## config.mk

```make
export PLATFORM = sky130hd
export DESIGN_NAME = flash_light_decay_envelope
export DESIGN_NICKNAME = d
export VERILOG_FILES = /design/src/sv/fld_pkg.sv /design/src/sv/fld_front.sv /design/src/sv/fld_queue.sv /design/src/sv/fld_back.sv /design/src/sv/flash_light_decay_envelope.sv
export SDC_FILE = /design/constraint.sdc
export NUM_CORES = 2
export LEC_CHECK = 0
export ABC_AREA = 1
export BUFFER_PORTS_ARGS = -buffer_cell sky130_fd_sc_hd__buf_2
export CAP_MARGIN = 10
export CELL_PAD_IN_SITES_DETAIL_PLACEMENT = 0
export CELL_PAD_IN_SITES_GLOBAL_PLACEMENT = 1
export CORE_UTILIZATION = 48
export DETAILED_ROUTE_END_ITERATION = 16
export PLACE_DENSITY_LB_ADDON = 0.1
export SLEW_MARGIN = 20
export SYNTH_ARGS = -nofsm -noshare
export SYNTH_HDL_FRONTEND = slang
export SYNTH_SLANG_ARGS = --single-unit
```

## constraint.sdc

```tcl
create_clock -name clk -period 13.13 [get_ports clk]
set_input_delay 1.313 -clock clk [delete_from_list [all_inputs] [get_ports clk]]
set_output_delay 1.313 -clock clk [all_outputs]
set_load 0.01 [all_outputs]
```

## src/sv/fld_pkg.sv

```systemverilog
// ----------------------------------------------------------------------------
// fld_pkg: shared types and constants of the flash light decay envelope
// Holds the queued work record, the command and register codes, the
// default values and the Q16 saturation and color clamp helpers.
// ----------------------------------------------------------------------------
package fld_pkg;

  // Command codes on the input channel.
  localparam logic CMD_FIRE = 1'b0;
  localparam logic CMD_TICK = 1'b1;

  // Configuration register indexes.
  typedef enum logic [2:0] {
    CFG_ENABLE     = 3'd0,
    CFG_LIGHT_LIFE = 3'd1,
    CFG_IMAGE_LIFE = 3'd2,
    CFG_PEAK       = 3'd3,
    CFG_RADIUS     = 3'd4,
    CFG_RED        = 3'd5,
    CFG_GREEN      = 3'd6,
    CFG_BLUE       = 3'd7
  } cfg_idx_t;

  localparam logic [15:0] DEF_LIFE_MS = 16'd70;
  localparam logic [30:0] DEF_PEAK    = 31'd131072;
  localparam logic [30:0] DEF_RADIUS  = 31'd458752;
  localparam logic [7:0]  COLOR_MAX   = 8'd255;

  // Multiplier operands are the Q16 values with their low byte dropped.
  localparam int unsigned MUL_W     = 23;
  localparam int unsigned PROD_W    = 2 * MUL_W;
  localparam logic [PROD_W-1:0] SAT_LIMIT = PROD_W'(8388607);
  localparam logic [30:0] SAT_MAX   = 31'h7FFF_FFFF;
  localparam logic [16:0] FRAC_ONE  = 17'd65536;

  // Quotient bits of the fraction divide, most significant first.
  localparam logic [4:0] DIV_LAST = 5'd16;

  localparam int unsigned FLD_QUEUE_DEPTH = 2;

  // One sampled state of the light, handed from the front to the back.
  typedef struct packed {
    logic               fired;
    logic               lit;
    logic [15:0]        remaining;
    logic [15:0]        total;
    logic signed [31:0] pos_x;
    logic signed [31:0] pos_y;
    logic signed [31:0] pos_z;
    logic [30:0]        peak;
    logic [30:0]        radius;
    logic [7:0]         red;
    logic [7:0]         green;
    logic [7:0]         blue;
  } job_t;

  typedef enum logic [2:0] {
    BK_IDLE,
    BK_DIV,
    BK_SQR,
    BK_SCL,
    BK_OUT
  } bk_state_t;

  // A product above the Q16 limit saturates to the largest positive value.
  function automatic logic [30:0] fld_sat(input logic [PROD_W-1:0] p);
    return (p > SAT_LIMIT) ? SAT_MAX : p[30:0];
  endfunction

  function automatic logic [7:0] fld_clamp8(input logic [15:0] v);
    return (v > {8'd0, COLOR_MAX}) ? COLOR_MAX : v[7:0];
  endfunction

endpackage

```

## src/sv/fld_front.sv

```systemverilog
// ----------------------------------------------------------------------------
// fld_front: input side of the flash light decay envelope
// Holds the configuration registers and the light state, applies each
// accepted word and queues a snapshot of the resulting sample.
// ----------------------------------------------------------------------------
module fld_front
  import fld_pkg::*;
(
  input  logic               clk,
  input  logic               rst_n,
  input  logic               cfg_we,
  input  logic [2:0]         cfg_index,
  input  logic [30:0]        cfg_data,
  input  logic               in_valid,
  output logic               in_ready,
  input  logic               in_cmd,
  input  logic [15:0]        in_elapsed_ms,
  input  logic signed [31:0] in_pos_x,
  input  logic signed [31:0] in_pos_y,
  input  logic signed [31:0] in_pos_z,
  input  logic               q_full,
  output logic               push,
  output job_t               push_job
);

  logic        enable_r;
  logic [15:0] light_life_r, image_life_r;
  logic [30:0] peak_cfg_r, radius_cfg_r;
  logic [15:0] red_cfg_r, green_cfg_r, blue_cfg_r;

  logic               active_r, active_nxt;
  logic               hold_r, hold_nxt;
  logic [15:0]        remain_r, remain_nxt;
  logic [15:0]        total_r, total_nxt;
  logic signed [31:0] pos_x_r, pos_x_nxt, pos_y_r, pos_y_nxt, pos_z_r, pos_z_nxt;
  logic [30:0]        peak_r, peak_nxt, radius_r, radius_nxt;
  logic [7:0]         red_r, red_nxt, green_r, green_nxt, blue_r, blue_nxt;
  logic               fired;
  logic [15:0]        life;

  always_ff @(posedge clk) begin
    if (!rst_n) begin
      enable_r     <= 1'b0;
      light_life_r <= '0;
      image_life_r <= '0;
      peak_cfg_r   <= '0;
      radius_cfg_r <= '0;
      red_cfg_r    <= '0;
      green_cfg_r  <= '0;
      blue_cfg_r   <= '0;
    end else if (cfg_we) begin
      unique case (cfg_idx_t'(cfg_index))
        CFG_ENABLE:     enable_r     <= cfg_data[0];
        CFG_LIGHT_LIFE: light_life_r <= cfg_data[15:0];
        CFG_IMAGE_LIFE: image_life_r <= cfg_data[15:0];
        CFG_PEAK:       peak_cfg_r   <= cfg_data;
        CFG_RADIUS:     radius_cfg_r <= cfg_data;
        CFG_RED:        red_cfg_r    <= cfg_data[15:0];
        CFG_GREEN:      green_cfg_r  <= cfg_data[15:0];
        CFG_BLUE:       blue_cfg_r   <= cfg_data[15:0];
        default:        enable_r     <= enable_r;
      endcase
    end
  end

  assign in_ready = !q_full;
  assign push     = in_valid && in_ready;

  assign life = (light_life_r != 16'd0) ? light_life_r :
                (image_life_r != 16'd0) ? image_life_r : DEF_LIFE_MS;

  always_comb begin
    active_nxt = active_r;
    hold_nxt   = hold_r;
    remain_nxt = remain_r;
    total_nxt  = total_r;
    pos_x_nxt  = pos_x_r;
    pos_y_nxt  = pos_y_r;
    pos_z_nxt  = pos_z_r;
    peak_nxt   = peak_r;
    radius_nxt = radius_r;
    red_nxt    = red_r;
    green_nxt  = green_r;
    blue_nxt   = blue_r;
    fired      = 1'b0;
    if (push) begin
      if (in_cmd == CMD_FIRE) begin
        if (enable_r) begin
          active_nxt = 1'b1;
          hold_nxt   = 1'b1;
          remain_nxt = life;
          total_nxt  = life;
          pos_x_nxt  = in_pos_x;
          pos_y_nxt  = in_pos_y;
          pos_z_nxt  = in_pos_z;
          peak_nxt   = (peak_cfg_r != 31'd0) ? peak_cfg_r : DEF_PEAK;
          radius_nxt = (radius_cfg_r != 31'd0) ? radius_cfg_r : DEF_RADIUS;
          red_nxt    = fld_clamp8(red_cfg_r);
          green_nxt  = fld_clamp8(green_cfg_r);
          blue_nxt   = fld_clamp8(blue_cfg_r);
          fired      = 1'b1;
        end
      end else if (active_r) begin
        if (hold_r) begin
          hold_nxt = 1'b0;
        end else if (in_elapsed_ms >= remain_r) begin
          remain_nxt = '0;
          active_nxt = 1'b0;
        end else begin
          remain_nxt = remain_r - in_elapsed_ms;
        end
      end
    end
  end

  always_comb begin
    push_job.fired     = fired;
    push_job.lit       = active_nxt && (remain_nxt != 16'd0) && (total_nxt != 16'd0);
    push_job.remaining = remain_nxt;
    push_job.total     = total_nxt;
    push_job.pos_x     = pos_x_nxt;
    push_job.pos_y     = pos_y_nxt;
    push_job.pos_z     = pos_z_nxt;
    push_job.peak      = peak_nxt;
    push_job.radius    = radius_nxt;
    push_job.red       = red_nxt;
    push_job.green     = green_nxt;
    push_job.blue      = blue_nxt;
  end

  always_ff @(posedge clk) begin
    if (!rst_n) begin
      active_r <= 1'b0;
      hold_r   <= 1'b0;
      remain_r <= '0;
      total_r  <= '0;
      pos_x_r  <= '0;
      pos_y_r  <= '0;
      pos_z_r  <= '0;
      peak_r   <= '0;
      radius_r <= '0;
      red_r    <= '0;
      green_r  <= '0;
      blue_r   <= '0;
    end else begin
      active_r <= active_nxt;
      hold_r   <= hold_nxt;
      remain_r <= remain_nxt;
      total_r  <= total_nxt;
      pos_x_r  <= pos_x_nxt;
      pos_y_r  <= pos_y_nxt;
      pos_z_r  <= pos_z_nxt;
      peak_r   <= peak_nxt;
      radius_r <= radius_nxt;
      red_r    <= red_nxt;
      green_r  <= green_nxt;
      blue_r   <= blue_nxt;
    end
  end

  // The divide in the back part relies on the fraction never exceeding one.
  a_lit_frac_le_one: assert property (@(posedge clk) disable iff (!rst_n)
    push && push_job.lit |-> push_job.remaining <= push_job.total)
    else $error("queued sample has remaining life above total life");

  a_active_nonzero: assert property (@(posedge clk) disable iff (!rst_n)
    active_r |-> (remain_r != 16'd0) && (total_r != 16'd0))
    else $error("active light with zero remaining or total life");

endmodule

```

## src/sv/fld_queue.sv

```systemverilog
// ----------------------------------------------------------------------------
// fld_queue: short queue of sample snapshots
// Decouples the front part from the back part so each can stall alone.
// ----------------------------------------------------------------------------
module fld_queue
  import fld_pkg::*;
#(
  parameter int unsigned DEPTH = FLD_QUEUE_DEPTH
) (
  input  logic clk,
  input  logic rst_n,
  input  logic push,
  input  job_t push_job,
  output logic full,
  input  logic pop,
  output logic not_empty,
  output job_t pop_job
);

  localparam int unsigned PTR_W = (DEPTH > 1) ? $clog2(DEPTH) : 1;
  localparam int unsigned CNT_W = $clog2(DEPTH + 1);

  job_t             mem_r [DEPTH];
  logic [PTR_W-1:0] wr_ptr_r, wr_ptr_nxt, rd_ptr_r, rd_ptr_nxt;
  logic [CNT_W-1:0] cnt_r, cnt_nxt;

  assign full      = (cnt_r == CNT_W'(DEPTH));
  assign not_empty = (cnt_r != '0);
  assign pop_job   = mem_r[rd_ptr_r];

  always_comb begin
    wr_ptr_nxt = wr_ptr_r;
    rd_ptr_nxt = rd_ptr_r;
    cnt_nxt    = cnt_r;
    if (push) begin
      wr_ptr_nxt = (wr_ptr_r == PTR_W'(DEPTH - 1)) ? '0 : wr_ptr_r + PTR_W'(1);
    end
    if (pop) begin
      rd_ptr_nxt = (rd_ptr_r == PTR_W'(DEPTH - 1)) ? '0 : rd_ptr_r + PTR_W'(1);
    end
    if (push && !pop) begin
      cnt_nxt = cnt_r + CNT_W'(1);
    end else if (pop && !push) begin
      cnt_nxt = cnt_r - CNT_W'(1);
    end
  end

  always_ff @(posedge clk) begin
    if (push) begin
      mem_r[wr_ptr_r] <= push_job;
    end
  end

  always_ff @(posedge clk) begin
    if (!rst_n) begin
      wr_ptr_r <= '0;
      rd_ptr_r <= '0;
      cnt_r    <= '0;
    end else begin
      wr_ptr_r <= wr_ptr_nxt;
      rd_ptr_r <= rd_ptr_nxt;
      cnt_r    <= cnt_nxt;
    end
  end

  a_no_overflow: assert property (@(posedge clk) disable iff (!rst_n)
    push |-> !full || pop)
    else $error("queue written while full");

  a_no_underflow: assert property (@(posedge clk) disable iff (!rst_n)
    pop |-> not_empty)
    else $error("queue read while empty");

endmodule

```

## src/sv/fld_back.sv

```systemverilog
// ----------------------------------------------------------------------------
// fld_back: sample evaluation of the flash light decay envelope
// Takes one snapshot at a time and, if it is lit, divides remaining by total
// life bit by bit, squares and scales the fraction on one shared multiplier,
// and holds every finished sample in the output register until it is taken.
// ----------------------------------------------------------------------------
module fld_back
  import fld_pkg::*;
(
  input  logic               clk,
  input  logic               rst_n,
  input  logic               q_not_empty,
  input  job_t               q_job,
  output logic               pop,
  output logic               out_valid,
  input  logic               out_ready,
  output logic               out_fired,
  output logic               out_lit,
  output logic signed [31:0] out_x,
  output logic signed [31:0] out_y,
  output logic signed [31:0] out_z,
  output logic [30:0]        out_intensity,
  output logic [30:0]        out_radius,
  output logic [7:0]         out_red,
  output logic [7:0]         out_green,
  output logic [7:0]         out_blue
);

  bk_state_t         state_r, state_nxt;
  job_t              job_r, job_nxt;
  logic [16:0]       part_r, part_nxt;
  logic [16:0]       quo_r, quo_nxt;
  logic [4:0]        cnt_r, cnt_nxt;
  logic [PROD_W-1:0] prod_r, prod_nxt;
  logic [MUL_W-1:0]  mul_a, mul_b;
  logic [16:0]       frac_cap;
  logic [30:0]       shaped;
  logic [16:0]       part_diff;
  logic              part_ge;

  // Next state.
  always_comb begin
    state_nxt = state_r;
    unique case (state_r)
      BK_IDLE: begin
        if (q_not_empty) begin
          state_nxt = q_job.lit ? BK_DIV : BK_OUT;
        end
      end
      BK_DIV: begin
        if (cnt_r == '0) begin
          state_nxt = BK_SQR;
        end
      end
      BK_SQR:  state_nxt = BK_SCL;
      BK_SCL:  state_nxt = BK_OUT;
      BK_OUT: begin
        if (out_ready) begin
          state_nxt = BK_IDLE;
        end
      end
      default: state_nxt = BK_IDLE;
    endcase
  end

  assign frac_cap = (quo_r > FRAC_ONE) ? FRAC_ONE : quo_r;
  assign shaped   = fld_sat(prod_r);

  // Control outputs and multiplier operand selection.
  always_comb begin
    pop       = 1'b0;
    out_valid = 1'b0;
    mul_a     = '0;
    mul_b     = '0;
    unique case (state_r)
      BK_IDLE: pop = q_not_empty;
      BK_DIV:  pop = 1'b0;
      BK_SQR: begin
        mul_a = MUL_W'(frac_cap[16:8]);
        mul_b = MUL_W'(frac_cap[16:8]);
      end
      BK_SCL: begin
        mul_a = job_r.peak[30:8];
        mul_b = shaped[30:8];
      end
      BK_OUT:  out_valid = 1'b1;
      default: pop = 1'b0;
    endcase
  end

  // One restoring divide step: remaining * 65536 / total.
  assign part_ge   = (part_r >= {1'b0, job_r.total});
  assign part_diff = part_r - {1'b0, job_r.total};

  always_comb begin
    job_nxt  = job_r;
    part_nxt = part_r;
    quo_nxt  = quo_r;
    cnt_nxt  = cnt_r;
    prod_nxt = prod_r;
    if (pop) begin
      job_nxt  = q_job;
      part_nxt = {1'b0, q_job.remaining};
      quo_nxt  = '0;
      cnt_nxt  = DIV_LAST;
    end else if (state_r == BK_DIV) begin
      part_nxt = {(part_ge ? part_diff[15:0] : part_r[15:0]), 1'b0};
      quo_nxt  = {quo_r[15:0], part_ge};
      cnt_nxt  = cnt_r - 5'd1;
    end else if ((state_r == BK_SQR) || (state_r == BK_SCL)) begin
      prod_nxt = mul_a * mul_b;
    end
  end

  always_ff @(posedge clk) begin
    if (!rst_n) begin
      state_r <= BK_IDLE;
      cnt_r   <= '0;
    end else begin
      state_r <= state_nxt;
      cnt_r   <= cnt_nxt;
    end
  end

  always_ff @(posedge clk) begin
    job_r  <= job_nxt;
    part_r <= part_nxt;
    quo_r  <= quo_nxt;
    prod_r <= prod_nxt;
  end

  assign out_fired     = job_r.fired;
  assign out_lit       = job_r.lit;
  assign out_x         = job_r.lit ? job_r.pos_x : '0;
  assign out_y         = job_r.lit ? job_r.pos_y : '0;
  assign out_z         = job_r.lit ? job_r.pos_z : '0;
  assign out_intensity = job_r.lit ? fld_sat(prod_r) : '0;
  assign out_radius    = job_r.lit ? job_r.radius : '0;
  assign out_red       = job_r.lit ? job_r.red : '0;
  assign out_green     = job_r.lit ? job_r.green : '0;
  assign out_blue      = job_r.lit ? job_r.blue : '0;

  a_frac_in_range: assert property (@(posedge clk) disable iff (!rst_n)
    (state_r == BK_DIV) && (cnt_r == '0) |=> quo_r <= FRAC_ONE)
    else $error("life fraction above one after divide");

endmodule

```

## src/sv/flash_light_decay_envelope.sv

```systemverilog
// ----------------------------------------------------------------------------
// flash_light_decay_envelope: one-shot flash light with squared decay
// Order: an accepted word is queued and then popped by the idle back part;
//   a lit sample goes through the divide, square and scale states before
//   out_valid, an unlit one straight from the pop to the output state.
// Throughput: the back part takes one sample at a time, through the pop
//   cycle, the 17-step fraction divide, two passes through the shared
//   multiplier and the output state, held there until out_ready. The input
//   side takes a word each cycle until the queue before the back part is full.
// Reset: rst_n is synchronous and active low; it clears the configuration,
//   the light state, the queue count and the back part state machine.
// ----------------------------------------------------------------------------
module flash_light_decay_envelope
  import fld_pkg::*;
#(
  parameter int unsigned QUEUE_DEPTH = FLD_QUEUE_DEPTH
) (
  input  logic               clk,
  input  logic               rst_n,
  input  logic               cfg_we,
  input  logic [2:0]         cfg_index,
  input  logic [30:0]        cfg_data,
  input  logic               in_valid,
  output logic               in_ready,
  input  logic               in_cmd,
  input  logic [15:0]        in_elapsed_ms,
  input  logic signed [31:0] in_pos_x,
  input  logic signed [31:0] in_pos_y,
  input  logic signed [31:0] in_pos_z,
  output logic               out_valid,
  input  logic               out_ready,
  output logic               out_fired,
  output logic               out_lit,
  output logic signed [31:0] out_x,
  output logic signed [31:0] out_y,
  output logic signed [31:0] out_z,
  output logic [30:0]        out_intensity,
  output logic [30:0]        out_radius,
  output logic [7:0]         out_red,
  output logic [7:0]         out_green,
  output logic [7:0]         out_blue
);

  // The front part owns every piece of state that the model updates per
  // word: fire and tick words change it in the cycle they are accepted, so
  // the next word can follow immediately while the queue has room. Each
  // accepted word leaves a full snapshot of the light in the queue.
  logic push;
  job_t push_job;
  logic q_full;

  // The back part only evaluates snapshots, so it never needs to look back
  // at the live state and may fall behind the front by the queue depth.
  logic q_not_empty;
  logic pop;
  job_t pop_job;

  fld_front u_front (
    .clk           (clk),
    .rst_n         (rst_n),
    .cfg_we        (cfg_we),
    .cfg_index     (cfg_index),
    .cfg_data      (cfg_data),
    .in_valid      (in_valid),
    .in_ready      (in_ready),
    .in_cmd        (in_cmd),
    .in_elapsed_ms (in_elapsed_ms),
    .in_pos_x      (in_pos_x),
    .in_pos_y      (in_pos_y),
    .in_pos_z      (in_pos_z),
    .q_full        (q_full),
    .push          (push),
    .push_job      (push_job)
  );

  fld_queue #(
    .DEPTH (QUEUE_DEPTH)
  ) u_queue (
    .clk       (clk),
    .rst_n     (rst_n),
    .push      (push),
    .push_job  (push_job),
    .full      (q_full),
    .pop       (pop),
    .not_empty (q_not_empty),
    .pop_job   (pop_job)
  );

  // The intensity is peak * (remaining/total)^2 in Q16. Both products use
  // operands with the low byte dropped and saturate at the largest
  // positive 31-bit value. A word that leaves the light dark returns zeros
  // in every field except fired.
  fld_back u_back (
    .clk           (clk),
    .rst_n         (rst_n),
    .q_not_empty   (q_not_empty),
    .q_job         (pop_job),
    .pop           (pop),
    .out_valid     (out_valid),
    .out_ready     (out_ready),
    .out_fired     (out_fired),
    .out_lit       (out_lit),
    .out_x         (out_x),
    .out_y         (out_y),
    .out_z         (out_z),
    .out_intensity (out_intensity),
    .out_radius    (out_radius),
    .out_red       (out_red),
    .out_green     (out_green),
    .out_blue      (out_blue)
  );

endmodule
```

# Word-level counts from Yosys, hierarchy flattened
# Memories as Yosys holds them, arrays and structs flattened. A register that Yosys moved wholly into a read port is not among the register bits.
# Index checks and enable logic that the tools add are counted.
word_totals:
  ram_bits: 432
  n_memories: 1
  output_inout_bits: 186
  rom_bits: 0
  input_bits: 152
  wordCells: 194
  reg_bits: 651
  latch_bits: 0
mem_list:
  columns: ["memory", "words", "width", "rd", "rd_clocked_by_memory_dff", "wr", "line", "source"]
  rows:
  - ["u_queue.mem_r", 2, 216, 1, 1, 1, "fld_queue.sv:23", "job_t mem_r [DEPTH];"]
op_classes:
  n_mux: 84
  n_div: 0
  add_sub_neg: 7
  bitwise_logic: 3
  eq_ne: 16
  shifts: 0
  reduce_logical: 34
  magnitude_cmp: 7
  multipliers: 1
op_table:
  columns: ["operator", "n"]
  rows:
  - ["32-bit 2-to-1 mux", 12]
  - ["31-bit 2-to-1 mux", 11]
  - ["16-bit 2-to-1 mux", 14]
  - ["8-bit 2-to-1 mux", 15]
  - ["23-bit one-hot mux with 2 select lines", 2]
  - ["16-bit nonzero test", 4]
  - ["31-bit nonzero test", 2]
  - ["16-bit by 8-bit greater-than comparator with 1-bit output (second input constant)", 3]
  - ["46-bit by 23-bit greater-than comparator with 1-bit output (second input constant)", 1]
  - ["23-bit by 23-bit multiplier with 46-bit output", 1]
  - ["16-bit subtractor", 2]
  - ["1-bit 2-to-1 mux", 20]
  - ["17-bit by 16-bit >= comparator with 1-bit output", 1]
  - ["17-bit greater-than comparator (second input constant)", 1]
  - ["17-bit 2-to-1 mux", 1]
  - ["16-bit >= comparator", 1]
  - ["2-bit AND reduction", 8]
  - ["3-bit == test (second input constant)", 5]
  - ["3-bit one-hot mux with 5 select lines", 1]
  - ["3-bit by 2-bit == test with 1-bit output (second input constant)", 4]
  - ["3-bit 2-to-1 mux", 4]
  - ["5-bit 2-to-1 mux", 2]
  - ["3-bit AND reduction", 3]
  - ["2-bit nonzero test", 4]
  - ["16 further kinds", 30]

# Logic depth before layout (Yosys ltp)
depth:
  ltp_word: 9
  depth_mapped: 37
  depth_no_buf: 35

# Modules after synthesis
# Synthesis repeated with hierarchy kept, for this count alone.
hier_totals:
  cells_unflattened: 6501
  hier_area_um2: 62243.4
modules_own_cells:
  columns: ["module", "area_each_um2", "n_inst", "cells_each", "seq_area_each_um2"]
  rows:
  - ["fld_back", 30141.4, 1, 3527, 8147.8]
  - ["fld_queue", 16384.5, 1, 707, 13072.5]
  - ["fld_front", 15717.6, 1, 2267, 7186.9]

# Worst setup path before layout
# Ideal clock, no wire load.
synth_timing:
  path_type: "input to register"
  from: "in in_valid"
  to: "mem u_queue.mem_r[1][0] in the netlist's numbering, enable pin"
  path_buffers: 1
  path_slack_ps: 2088
  setup_time_ps: 782
  t_arrival_ps: 10260
  required_time_ps: 12348
  cell_stages: 3
  path_cell_list: "nand2_4 > clkbuf_1 > nor2_1"
synth_via:
  elab_chain_cells: 3
synth_lines:
  columns: ["item", "line", "source"]
  rows:
  - ["start, declared", "flash_light_decay_envelope.sv:23", "input logic in_valid,"]
  - ["1-bit logical AND", "fld_front.sv:67", "assign push = in_valid && in_ready;"]
  - ["1-bit 2-to-1 mux", "fld_queue.sv:49", "if (push) begin"]
  - ["1-bit 2-to-1 mux (not written as such)", "fld_queue.sv:50", "mem_r[wr_ptr_r] <= push_job;"]
  - ["end, declared", "fld_queue.sv:23", null]
# No other way between the ends.

# Final worst setup path
layout_timing:
  from: "reg u_back.state_r[1]"
  to: "reg u_back.prod_r[25] (data pin)"
layout_via:
  elab_chain_cells: 3
  elab_cells_between_ends: 5
  classes_between: "1 x mul; 2 x eq/ne; 2 x mux"
layout_lines:
  columns: ["item", "line", "source"]
  rows:
  - ["start, declared", "fld_back.sv:29", "bk_state_t state_r, state_nxt;"]
  - ["start signal, assigned", "fld_back.sv:120", "state_r <= state_nxt;"]
  - ["3-bit by 2-bit == test with 1-bit output", "fld_back.sv:75", "unique case (state_r)"]
  - ["23-bit one-hot mux with 2 select lines", "fld_back.sv:75", null]
  - ["23-bit by 23-bit multiplier with 46-bit output *", "fld_back.sv:111", "prod_nxt = mul_a * mul_b;"]
  - ["end signal, assigned", "fld_back.sv:129", "prod_r <= prod_nxt;"]
  - ["end, declared", "fld_back.sv:34", "logic [PROD_W-1:0] prod_r, prod_nxt;"]
# Mark *: on every way between the ends. The rest lies on a longest branch, timed or not.
# A chain may end at the register's enable or synchronous reset.

==> summary.txt <==
Run status
  – Status: finished clean

STA
  – Worst rel slew slack: 0.09301
  – Final Hold Viols: 0
  – Final worst-path cycle share: 0.7591
  – Final WS setup: 3.164 ns
  – RSZ-0062 raised after global routing: false
  – Worst Tran Pin Value: approximately 1.4 ns
  – Fin Clk Skew: 0.03113 ns
  – Min Clock Period, post-route: 9.966 ns
  – Sum Neg Setup Slack: 0 ns
  – F_max: roughly 100 MHz
  – Final setup fails: 0
  – Fin. max-slew vios: 0
  – Worst hold slack: 0.4445 ns

Cells and area
  – Commonest cells after routing, fill and taps aside: nand2_1 (1,654), inv_1 (1,250), edfxtp_1 (670), nor2_1 (636), fa_1 (440)
  – P&R area growth vs syn: 11.38%
  – Final net count: 7,589
  – Commonest non-fill, non-tap cell in the layout: nand2_1
  – # fillers: roughly 11,000
  – Finished Layout Cells: 8,520
  – Share of cells above drive strength 1: 0.1007

Drt
  – Final wirelength: ~160,000 um
  – Routed Antenna Nets: 0
  – DR WL/cell: 18.98 um
  – Drt drc: 0
  – First-pass detailed-route iteration total: 7
  – DR vias/cell: 4.979
  – Starting DRT DRC Count: 2,643
  – Via count: 42,420

Pwr
  – Leakage power: 32.92 nW
  – PwrDens: 161.9 mW/mm2
  – Overall Power: approximately 11 mW
  – Max VDD drop: 0.1536 mV

Synthesis
  – Cell Area, Synth: a little under 0.06 mm2
  – Netlist cell types: 48
  – Seq/Total Area, Yosys: 0.4663
  – #FFs+latches synth: 1,052
  – Syn Area/Cell: 9.089 um2
  – Ys Warns: 0
  – Net Count, Synth: ~7,400
  – Synthesized instance count: 6,551
  – Post-synth ARST share: 0
  – EDFF count, synth: 670
  – Prevailing post-synth register cell: edfxtp_1

Critical path
  – Critical R2R Launch: u_back.state_r[1]$_SDFFE_PN0P_
  – CP startpoint: u_back.state_r[1]$_SDFFE_PN0P_
  – Worst path required time: 13.63 ns
  – CP endpoint kind: flop
  – Crit-path max FO: 48
  – R2R setup slack: 3.16 ns
  – CP endpoint: u_back.prod_r[25]$_DFFE_PP_
  – RR Endpoint: u_back.prod_r[25]$_DFFE_PP_
  – Setup CP Type: reg -> reg
  – CP startpoint kind: flop
  – Crit path DAT: 10.47 ns
  – R2r worst-path depth: 27

Global routing
  – Grt ovf: 0
  – Global-route usage over all layers: 0.2588
  – Vias in the first global route: 42,370
  – First-pass GRT wire length: approximately 250,000 um
  – Initial antenna violation count: 24
  – Maximum number of pins on one net before global-route repair: 152

Min path
  – Hold WC Path Type: reg -> reg

Clock network
  – CTS tree: yes
  – H-tree depth: 3
  – CTS Buffer Depth: 3
  – Num CTS Buffers: 106
  – Worst-path clk slew: 0.07 ns
  – Hold Buf Count CTS: 0
  – Post-CTS Setup Inserts: 0
  – Clock Latency Late Sink: 0.72 ns
  – Root buffer selected by CTS: clkbuf_16
  – Post-cts gate resize count: 0
  – Clock sink count: around 1,100

Die
  – Die width: 354.2 um
  – # IOs: between 300 and 400
  – Core Area: 0.1224 mm2
  – Die ar.: 0.1255 mm2
  – Starting Density: 0.4866
  – Std cell rows: 128
  – Die Span Y: 354.2 um

Place
  – Placed Cells: 8,307
  – Place WS: between 3 and 4 ns
  – Placer Congestion: 0.9273
  – Port buffer count: between 300 and 400
  – Hpwl dp: 115,100 um

Run
  – Max Cap Viol: 0
==> cell type report <==
type | instances | area (um2) | share of cell area
antenna | 11 | 27.53 | 0.0004151
clock buffer | 153 | 3074 | 0.04636
clock inverter | 49 | 566.8 | 0.008547
inverter | 1272 | 4787 | 0.07218
multi-input combinational | 3976 | 26010 | 0.3921
sequential | 1052 | 27770 | 0.4187
tap | 1625 | 2033 | 0.03066
timing repair buffer | 382 | 2052 | 0.03094
==> metal layers <==
metal  track usage  part of all wire  vias to the layer above
li1              -                 -                    20680
met2        0.4242              0.48                     1010
met1        0.3371              0.42                    20420
met4       0.09888             0.038                       26
met5             0            0.0010                        -
met3       0.05429             0.061                      282
==> through the flow <==
stage / util / instance area [um2]
after floorplan: - / 59540
after global placement: 0.5120 / 62640
after detailed placement: 0.5120 / 62640
after CTS: 0.5417 / 66280
after global routing: 0.5419 / 66310
final: 0.5420 / 66320
==> registers in the layout (all words and copies together) (netlist names), 5 cells and up, named ones only <==
signal / count
u_queue.mem_r: 416
u_back.job_r: 190
u_back.prod_r: 46
u_front.pos_x_r: 32
u_front.pos_y_r: 32
u_front.pos_z_r: 32
u_front.peak_cfg_r: 31
u_front.radius_cfg_r: 31
u_front.radius_r: 31
u_front.peak_r: 23
u_back.part_r: 17
u_back.quo_r: 17
u_front.blue_cfg_r: 16
u_front.green_cfg_r: 16
u_front.image_life_r: 16
u_front.light_life_r: 16
u_front.red_cfg_r: 16
u_front.remain_r: 16
u_front.total_r: 16
u_front.blue_r: 8
u_front.green_r: 8
u_front.red_r: 8
u_back.cnt_r: 5
==> power breakdown <==
group,switching [mW],internal (mW)
clock,1.31,1.81
combinational,2.09,0.874
sequential,0.243,4.41
total,3.65,7.09
==> cell usage after synthesis (65+ instances only) <==
| library cell | count | area share |
|---|---|---|
| clkbuf_1 | 172 | 0.011 |
| or2_2 | 112 | 0.012 |
| inv_1 | 1251 | 0.079 |
| buf_2 | 65 | 0.0055 |
| nor2_1 | 642 | 0.040 |
| o21ai_0 | 376 | 0.032 |
| a21oi_1 | 213 | 0.018 |
| nand2_1 | 1654 | 0.10 |
| edfxtp_1 | 670 | 0.34 |
| fa_1 | 440 | 0.15 |
| ha_1 | 207 | 0.043 |
| dfxtp_1 | 382 | 0.13 |
==> worst max-delay path, stage by stage (launching register included) <==
cell	delay, ns
dfxtp_1	0.33
inv_1	0.10
nor2_4	0.03
buf_4	0.30
nand2_1	0.13
buf_4	0.23
clkinv_1	0.80
a21oi_1	0.63
clkinv_1	0.83
nand2_1	0.48
fa_1	0.24
inv_1	0.06
fa_1	0.47
fa_1	0.49
fa_1	0.57
fa_1	0.43
fa_1	0.49
inv_1	0.05
fa_1	0.55
inv_1	0.06
ha_1	0.35
nand2_1	0.14
nor2_1	0.32
inv_1	0.10
nor3_1	0.42
a21oi_1	0.26
o21ai_0	0.52
xor2_1	0.35
==> how the worst min path moves through the flow <==
stage,startpoint,to,slack (ns),depth (start not counted)
finish,u_queue.rd_ptr_r$_SDFFE_PN0P_,flop,0.44,1
global placement,u_queue.rd_ptr_r$_SDFFE_PN0P_,flop,0.43,1
global route,u_front.peak_r[21]$_SDFF_PN0_,u_front.peak_r[21]$_SDFF_PN0_,0.48,2
CTS,u_queue.rd_ptr_r$_SDFFE_PN0P_,flop,0.44,1
floorplan,u_queue.rd_ptr_r$_SDFFE_PN0P_,flop,0.43,1
detailed placement,u_queue.rd_ptr_r$_SDFFE_PN0P_,flop,0.43,1
==> logic make-up after synthesis <==
group / after synthesis / synth area share
flip-flops: 1052 / 0.4663
adder cells (fa/ha/maj): 647 / 0.1914
XOR/XNOR: 65 / 0.009561
AND/OR/NAND/NOR: 2583 / 0.1747
buffers and inverters: 1523 / 0.09788
AO/OA/AOI/OAI: 681 / 0.06010
No activity file was read; power rests on OpenSTA's default activity.
